[config.mk]
export PLATFORM = sky130hd
export DESIGN_NAME = psli_div
export DESIGN_NICKNAME = d
export VERILOG_FILES = /design/src/rtl/psli_pkg.sv /design/src/rtl/psli_div.sv
export SDC_FILE = /design/constraint.sdc
export NUM_CORES = 1
export LEC_CHECK = 0
export BUFFER_PORTS_ARGS = -buffer_cell sky130_fd_sc_hd__buf_2
export CORE_MARGIN = 2
export CORE_UTILIZATION = 59
export CTS_BUF_LIST = sky130_fd_sc_hd__clkbuf_4 sky130_fd_sc_hd__clkbuf_8
export DETAILED_ROUTE_END_ITERATION = 8
export PLACE_DENSITY = 0.88
export SLEW_MARGIN = 15
export SYNTH_ARGS = -nofsm -noshare
export SYNTH_HDL_FRONTEND = slang
export SYNTH_SLANG_ARGS = --single-unit
[constraint.sdc]
create_clock -name i_clk -period 3.5 [get_ports i_clk]
set_clock_uncertainty 0.2 [all_clocks]
set_input_delay 0.525 -clock i_clk [delete_from_list [all_inputs] [get_ports i_clk]]
set_output_delay 0.525 -clock i_clk [all_outputs]
set_load 0.05 [all_outputs]
[src/rtl/psli_pkg.sv]
`timescale 1ns / 1ps
`default_nettype none
package psli_pkg;

    localparam int MAX_POINTS_DEF = 1024;
    localparam int FRAC_BITS_DEF  = 16;

    localparam int OPCODE_W = 1;
    localparam int INDEX_W  = 10;
    localparam int ENTRY_W  = 31;
    localparam int POS_W    = 32;
    localparam int COUNT_W  = 11;
    localparam int SEG_W    = 10;
    localparam int FRAC_W   = 17;

    localparam logic [OPCODE_W-1:0] OP_LOAD  = 1'b0;
    localparam logic [OPCODE_W-1:0] OP_QUERY = 1'b1;

    localparam logic [COUNT_W-1:0] POINT_COUNT_RST = 11'd2;

    typedef enum logic [2:0] {
        ST_IDLE,
        ST_SRCH,
        ST_RDA,
        ST_RDB,
        ST_DIV,
        ST_OUT
    } t_state;

    typedef struct packed {
        logic               start;
        logic [ENTRY_W-1:0] num;
        logic [ENTRY_W-1:0] den;
    } t_div_req;

endpackage
`default_nettype wire

[src/rtl/psli_div.sv]
`timescale 1ns / 1ps
`default_nettype none
module psli_div #(
    parameter int FRAC_BITS = psli_pkg::FRAC_BITS_DEF
) (
    input  wire logic                 i_clk,
    input  wire logic                 i_rst_n,
    input  wire psli_pkg::t_div_req   i_req,
    output logic                      o_done,
    output logic [FRAC_BITS-1:0]      o_quot
);
    import psli_pkg::*;

    localparam int CNTW = $clog2(FRAC_BITS);

    logic                 r_busy;
    logic                 r_done;
    logic [CNTW-1:0]      r_cnt;
    logic [ENTRY_W-1:0]   r_rem;
    logic [ENTRY_W-1:0]   r_den;
    logic [FRAC_BITS-1:0] r_quot;

    logic [ENTRY_W:0]     rem2;
    logic [ENTRY_W:0]     rem_nx;
    logic                 ge;

    always_comb begin
        rem2   = {r_rem, 1'b0};
        ge     = rem2 >= {1'b0, r_den};
        rem_nx = ge ? rem2 - {1'b0, r_den} : rem2;
    end

    always_ff @(posedge i_clk) begin
        if (!i_rst_n) begin
            r_busy <= 1'b0;
            r_done <= 1'b0;
            r_cnt  <= '0;
        end else begin
            r_done <= 1'b0;
            if (i_req.start) begin
                r_busy <= 1'b1;
                r_cnt  <= '0;
            end else if (r_busy) begin
                r_cnt <= r_cnt + CNTW'(1);
                if (r_cnt == CNTW'(FRAC_BITS - 1)) begin
                    r_busy <= 1'b0;
                    r_done <= 1'b1;
                end
            end
        end
    end

    always_ff @(posedge i_clk) begin
        if (i_req.start) begin
            r_rem  <= i_req.num;
            r_den  <= i_req.den;
            r_quot <= '0;
        end else if (r_busy) begin
            r_rem  <= rem_nx[ENTRY_W-1:0];
            r_quot <= {r_quot[FRAC_BITS-2:0], ge};
        end
    end

    assign o_done = r_done;
    assign o_quot = r_quot;

endmodule
`default_nettype wire
# Yosys cells after proc, flatten, opt, wreduce, memory -nomap -nowiden
# Cells that the tools add are included.
# op_classes
n_addsub	2
n_lt_le_gt_ge	1
n_eq_ne	1
muxes	7
bitwise	2
reduce_logical	3
# op_table
op	n
two-way mux 31 bit	3
greater-or-equal comparator 32 x 31 -> 1 bit	1
subtractor 31 bit	1
adder 4 x 1 -> 4 bit, second input constant	1
equality test 4 bit, second input constant	1
two-way mux 1 bit	4
OR reduction 3 bit	1
NOT 1 bit	2
nonzero test 2 bit	1
OR reduction 2 bit	1
# word_totals
register_bits	84
in_bits	65
out_inout_bits	17
elab_cells	22

# Logic depth before layout (Yosys ltp)
# logic_depth
ltp_word	4
mapped_depth	13
ltp_nobuf	10

# Least setup slack after synthesis
# Ideal clock, no wire load.
# synth_timing
path_kind	register to register
start	register r_rem[0]
end	register r_rem[15] (data pin)
setup_ns	0.261
t_arrival_ns	2.655
required_ns	3.039
path_slack_ns	0.384
stages_incl_launch_ff	11
n_path_buf	1
period_less_slack_ns	3.116
path_cell_list	edfxtp_1 > fa_1 > a211oi_2 > o21ai_1 > a221oi_2 > a21oi_2 > or3_1 > buf_6 > nand2_8 > nor3_1 > o32a_1
# synth_via
elab_chain_len	4
word_cells_on_any_way	5
classes_between	1 x add/sub; 1 x order compare; 3 x mux
# synth_rtl
element	line_no	rtl
from (decl)	psli_div.sv:19	logic [ENTRY_W-1:0] r_rem;
from (signal assigned)	psli_div.sv:55	r_rem <= i_req.num;
from (signal assigned)	psli_div.sv:59	r_rem <= rem_nx[ENTRY_W-1:0];
subtractor 31 bit or greater-or-equal comparator 32 x 31 -> 1 bit (tied branches)	psli_div.sv:30, psli_div.sv:29	
two-way mux 31 bit *	psli_div.sv:30	rem_nx = ge ? rem2 - {1'b0, r_den} : rem2;
two-way mux 31 bit *	psli_div.sv:58	end else if (r_busy) begin
two-way mux 31 bit *	psli_div.sv:54	if (i_req.start) begin
# Mark *: on every way between the ends. The rest lies on a longest branch, timed or not. The select of a mux whose other input is x is not followed.
# A chain may end at the register's enable or synchronous reset.

# Worst setup path after layout
# layout_timing
start	register r_rem[0]
end	register r_rem[21] (data pin)
# Same word-level chain as after synthesis.

==> metrics.txt <==
run status=finished clean; Worst path slowest cell=fa_2; Sw Pwr=2250 µW; CP startpoint kind=flip-flop; number of flops mapped to enable cells by yosys=62; Area Overhead vs Synth=13.7%; Clk pwr share=13.2%; Starting Density=61.7%; fin crit share=94.8%; met3 Use GR=6.12%; min-delay worst type=in -> reg; critical path capture point type=flip-flop; Hold Buf Count CTS=0; TritonCTS clock tree=built; Top Ports=82; ant diodes=0; ANT nets after route=0; site row count=33; Int Power=2760 µW; Die H=97.2 µm; Comb power frac=57.3%; FFs w/ async S/R, synth=0%; crit path kind=reg -> reg; initial DRC count=298; CP delay by family, top=compound AO/OA/AOI/OAI gates; Final Max Tran Viols=0; Unique masters post-synth=67; Max Fclk=0.301 GHz; synth warn=0; Yosys reg bits=84; worst hold endpoint=r_den[5]; Worst slew margin=45.6%; clock buffer count from CTS=9; total number of vias=4401; clk root buf=clkbuf_8; RR Endpoint=r_rem[21]; sequential area share after synthesis=45.0%; Worst Reg2Reg Path Length in Cells=10; layout net count=710; Most Used Layer, Global Route=met2; Crit path largest cell delay=0.47 ns; min cycle time layout=3.32 ns; number of I/O port buffers=81; CTS sink cnt=84; Syn Inst Count=532; Reg2Reg Setup Slack=0.18 ns; share of layout cells above drive strength 1=19.4%; area of the multi-input gates=2590 µm²; Seq pwr share=29.5%; Max Cap Viol=0; synthesized cell area=5120 µm²; worst vdd ir=0.000443 V; drt via density=6.10; clk_lat worst skew=0.37 ns; RSZ-0062 raised after global routing=false; Sw Ratio=44.9%; Avg WL per Cell=16.7 µm; drt drc=0; dpl hpwl=8560 µm; most frequent cells in the layout=buf_2 (81), nor2_1 (62), edfxtp_1 (62); Syn Area/Cell=9.62 µm²; pin count of the biggest net entering global routing=45; register area=2300 µm²; Buf/Inv on CP=1; final hold vios=0; ys flop type=edfxtp_1; most common cell after layout, fill and taps aside=buf_2; post-layout util=70.1%; initial antenna violation count=0; filler instances=668; H-tree depth=3; met1 usage=34.1%; vias in the first global route=4400; Pre-antenna DRT Iters=7; met2 Use GR=43.2%; first-pass GRT wire length=20400 µm; CTS Buffer Depth=2; arrival time at the worst endpoint=3.31 ns; GRT Total Usage=26.2%; Clock transition at path regs=0.11 ns; worst-margin pin slew=0.817 ns; core area=8300 µm²; Critical Path RT=3.49 ns; die area=9440 µm²; DIE WIDTH=97.2 µm; Total Wirelength=12000 µm; setup_tns=0 ns; Congestion Overflow GR=0; crit path cell chain=fa_2, a211oi_4, o21ai_1, a221oi_2, a21oi_2, or3_4, nand2_8, buf_12, a2111oi_0, a211oi_1; hold_sp=i_req[5]; r2r startpoint=r_rem[0]; worst-path maximum fanout=26; Leakage=0.00249 µW; WHS Path Cells=1; Syn Nets=630; Final setup viols=0; PwrDens=861 nW/µm²; GP Congestion=0.933
==> layout make-up <==
cell class              instances  share of cell area, %
multi-input cells             391                   44.5
flip-flops and latches         84                   39.5
repair buffers                 90                   8.34
inverters                      36                   2.32
clock buffers                  10                   2.26
well taps                     105                   2.26
clock inverters                 6                  0.817
==> state kept, by name (all words and copies together) (netlist names) <==
| register | flops |
|---|---|
| o_done | 1 |
| o_quot | 16 |
| r_busy | 1 |
| r_cnt | 4 |
| r_den | 31 |
| r_rem | 31 |
==> Yosys cell counts (2+ instances only) <==
library cell  number  area share (%)
edfxtp_1          62              36
nor2_1            62             4.5
nand2_1           54             4.0
inv_1             35             2.6
a21oi_1           32             3.1
ha_1              32             7.8
o21ai_0           25             2.4
dfxtp_1           22             8.6
mux2i_1           18             3.5
nand3_1           14             1.4
xnor2_1           14             2.4
a31oi_1           11             1.3
clkbuf_1          11            0.81
nor3_1            11             1.1
a21o_1            10             1.5
a211oi_1           9             1.3
o21a_1             6            0.88
and3_1             5            0.61
o2bb2ai_1          5            0.86
a2bb2oi_1          4            0.68
and2_1             4            0.49
buf_2              4            0.39
nand4_1            4            0.49
nor4b_1            4            0.68
or3_1              4            0.49
xor2_1             4            0.68
a211o_1            3            0.51
a21boi_0           3            0.44
nor4_1             3            0.37
o211ai_1           3            0.44
o21ai_1            3            0.29
or2_2              3            0.37
a21oi_2            2            0.34
a221oi_1           2            0.34
a32oi_1            2            0.34
a41oi_1            2            0.34
and4_1             2            0.34
buf_1              2            0.15
buf_6              2            0.44
nor2b_1            2            0.24
nor4_2             2            0.49
o211a_1            2            0.39
o21bai_1           2            0.29
o22ai_1            2            0.24
o31ai_1            2            0.29
==> kinds of logic after synthesis <==
group,synth area share (%)
adder cells (fa/ha/maj),8.21
AO/OA/AOI/OAI,18.9
buffers and inverters,4.86
AND/OR/NAND/NOR,16.5
flip-flops,45.0
multiplexers,3.52
XOR/XNOR,3.08
==> through the flow <==
| step | area, µm² | cells | setup slack [ns] | power (µW) | hold slack [ns] |
|---|---|---|---|---|---|
| global route | 5820 | 722 | 0.0390 | 5360 | 0.0960 |
| finish | 5820 | 722 | 0.181 | 5010 | 0.117 |
| floorplan | 5120 | 532 | 0.384 | 3630 | 0.239 |
| global placement | 5620 | 706 | 0.131 | 4160 | 0.253 |
| detailed placement | 5620 | 706 | 0.0107 | 4260 | 0.266 |
| CTS | 5810 | 722 | 0.0788 | 4940 | 0.112 |
==> per-layer routing <==
metal	wire length, µm	vias to the layer above
met5	0	-
met4	267	0
met3	913	31
met2	5690	203
met1	5170	2054
li1	-	2113
==> worst reg2reg max path, cell delays in order (launching register included) <==
cell	delay (ns)
edfxtp_1	0.45
fa_2	0.47
a211oi_4	0.31
o21ai_1	0.14
a221oi_2	0.32
a21oi_2	0.16
or3_4	0.47
nand2_8	0.13
buf_12	0.18
a2111oi_0	0.10
a211oi_1	0.23
==> what timing repair did <==
| item | CTS | global route |
|---|---|---|
| resized for setup | 1 | 3 |
| endpoints found under the setup margin | 1 | 19 |
| cloned | 0 | 0 |
| setup buffers | 0 | 0 |
==> how the worst max path moves through the flow <==
stage | start | to | slack, ns | cells past startpoint
detailed placement | r_rem[0] | r_rem[21] | 0.01 | 10
global placement | r_rem[0] | r_rem[9] | 0.13 | 10
finish | r_rem[0] | r_rem[21] | 0.18 | 10
global route | r_rem[14] | r_rem[23] | 0.04 | 10
floorplan | r_rem[0] | r_rem[15] | 0.38 | 10
CTS | r_rem[0] | r_rem[21] | 0.08 | 10
==> power by group through the flow <==
stage / combinational (µW) / clock (µW) / sequential, µW
finish: 2870 / 660 / 1480
global route: 3150 / 715 / 1500
CTS: 2800 / 667 / 1480
detailed placement: 2770 / 0 / 1490
global placement: 2680 / 0 / 1480
floorplan: 2170 / 0 / 1460
Note: power is estimated with default switching activity, not from simulation.
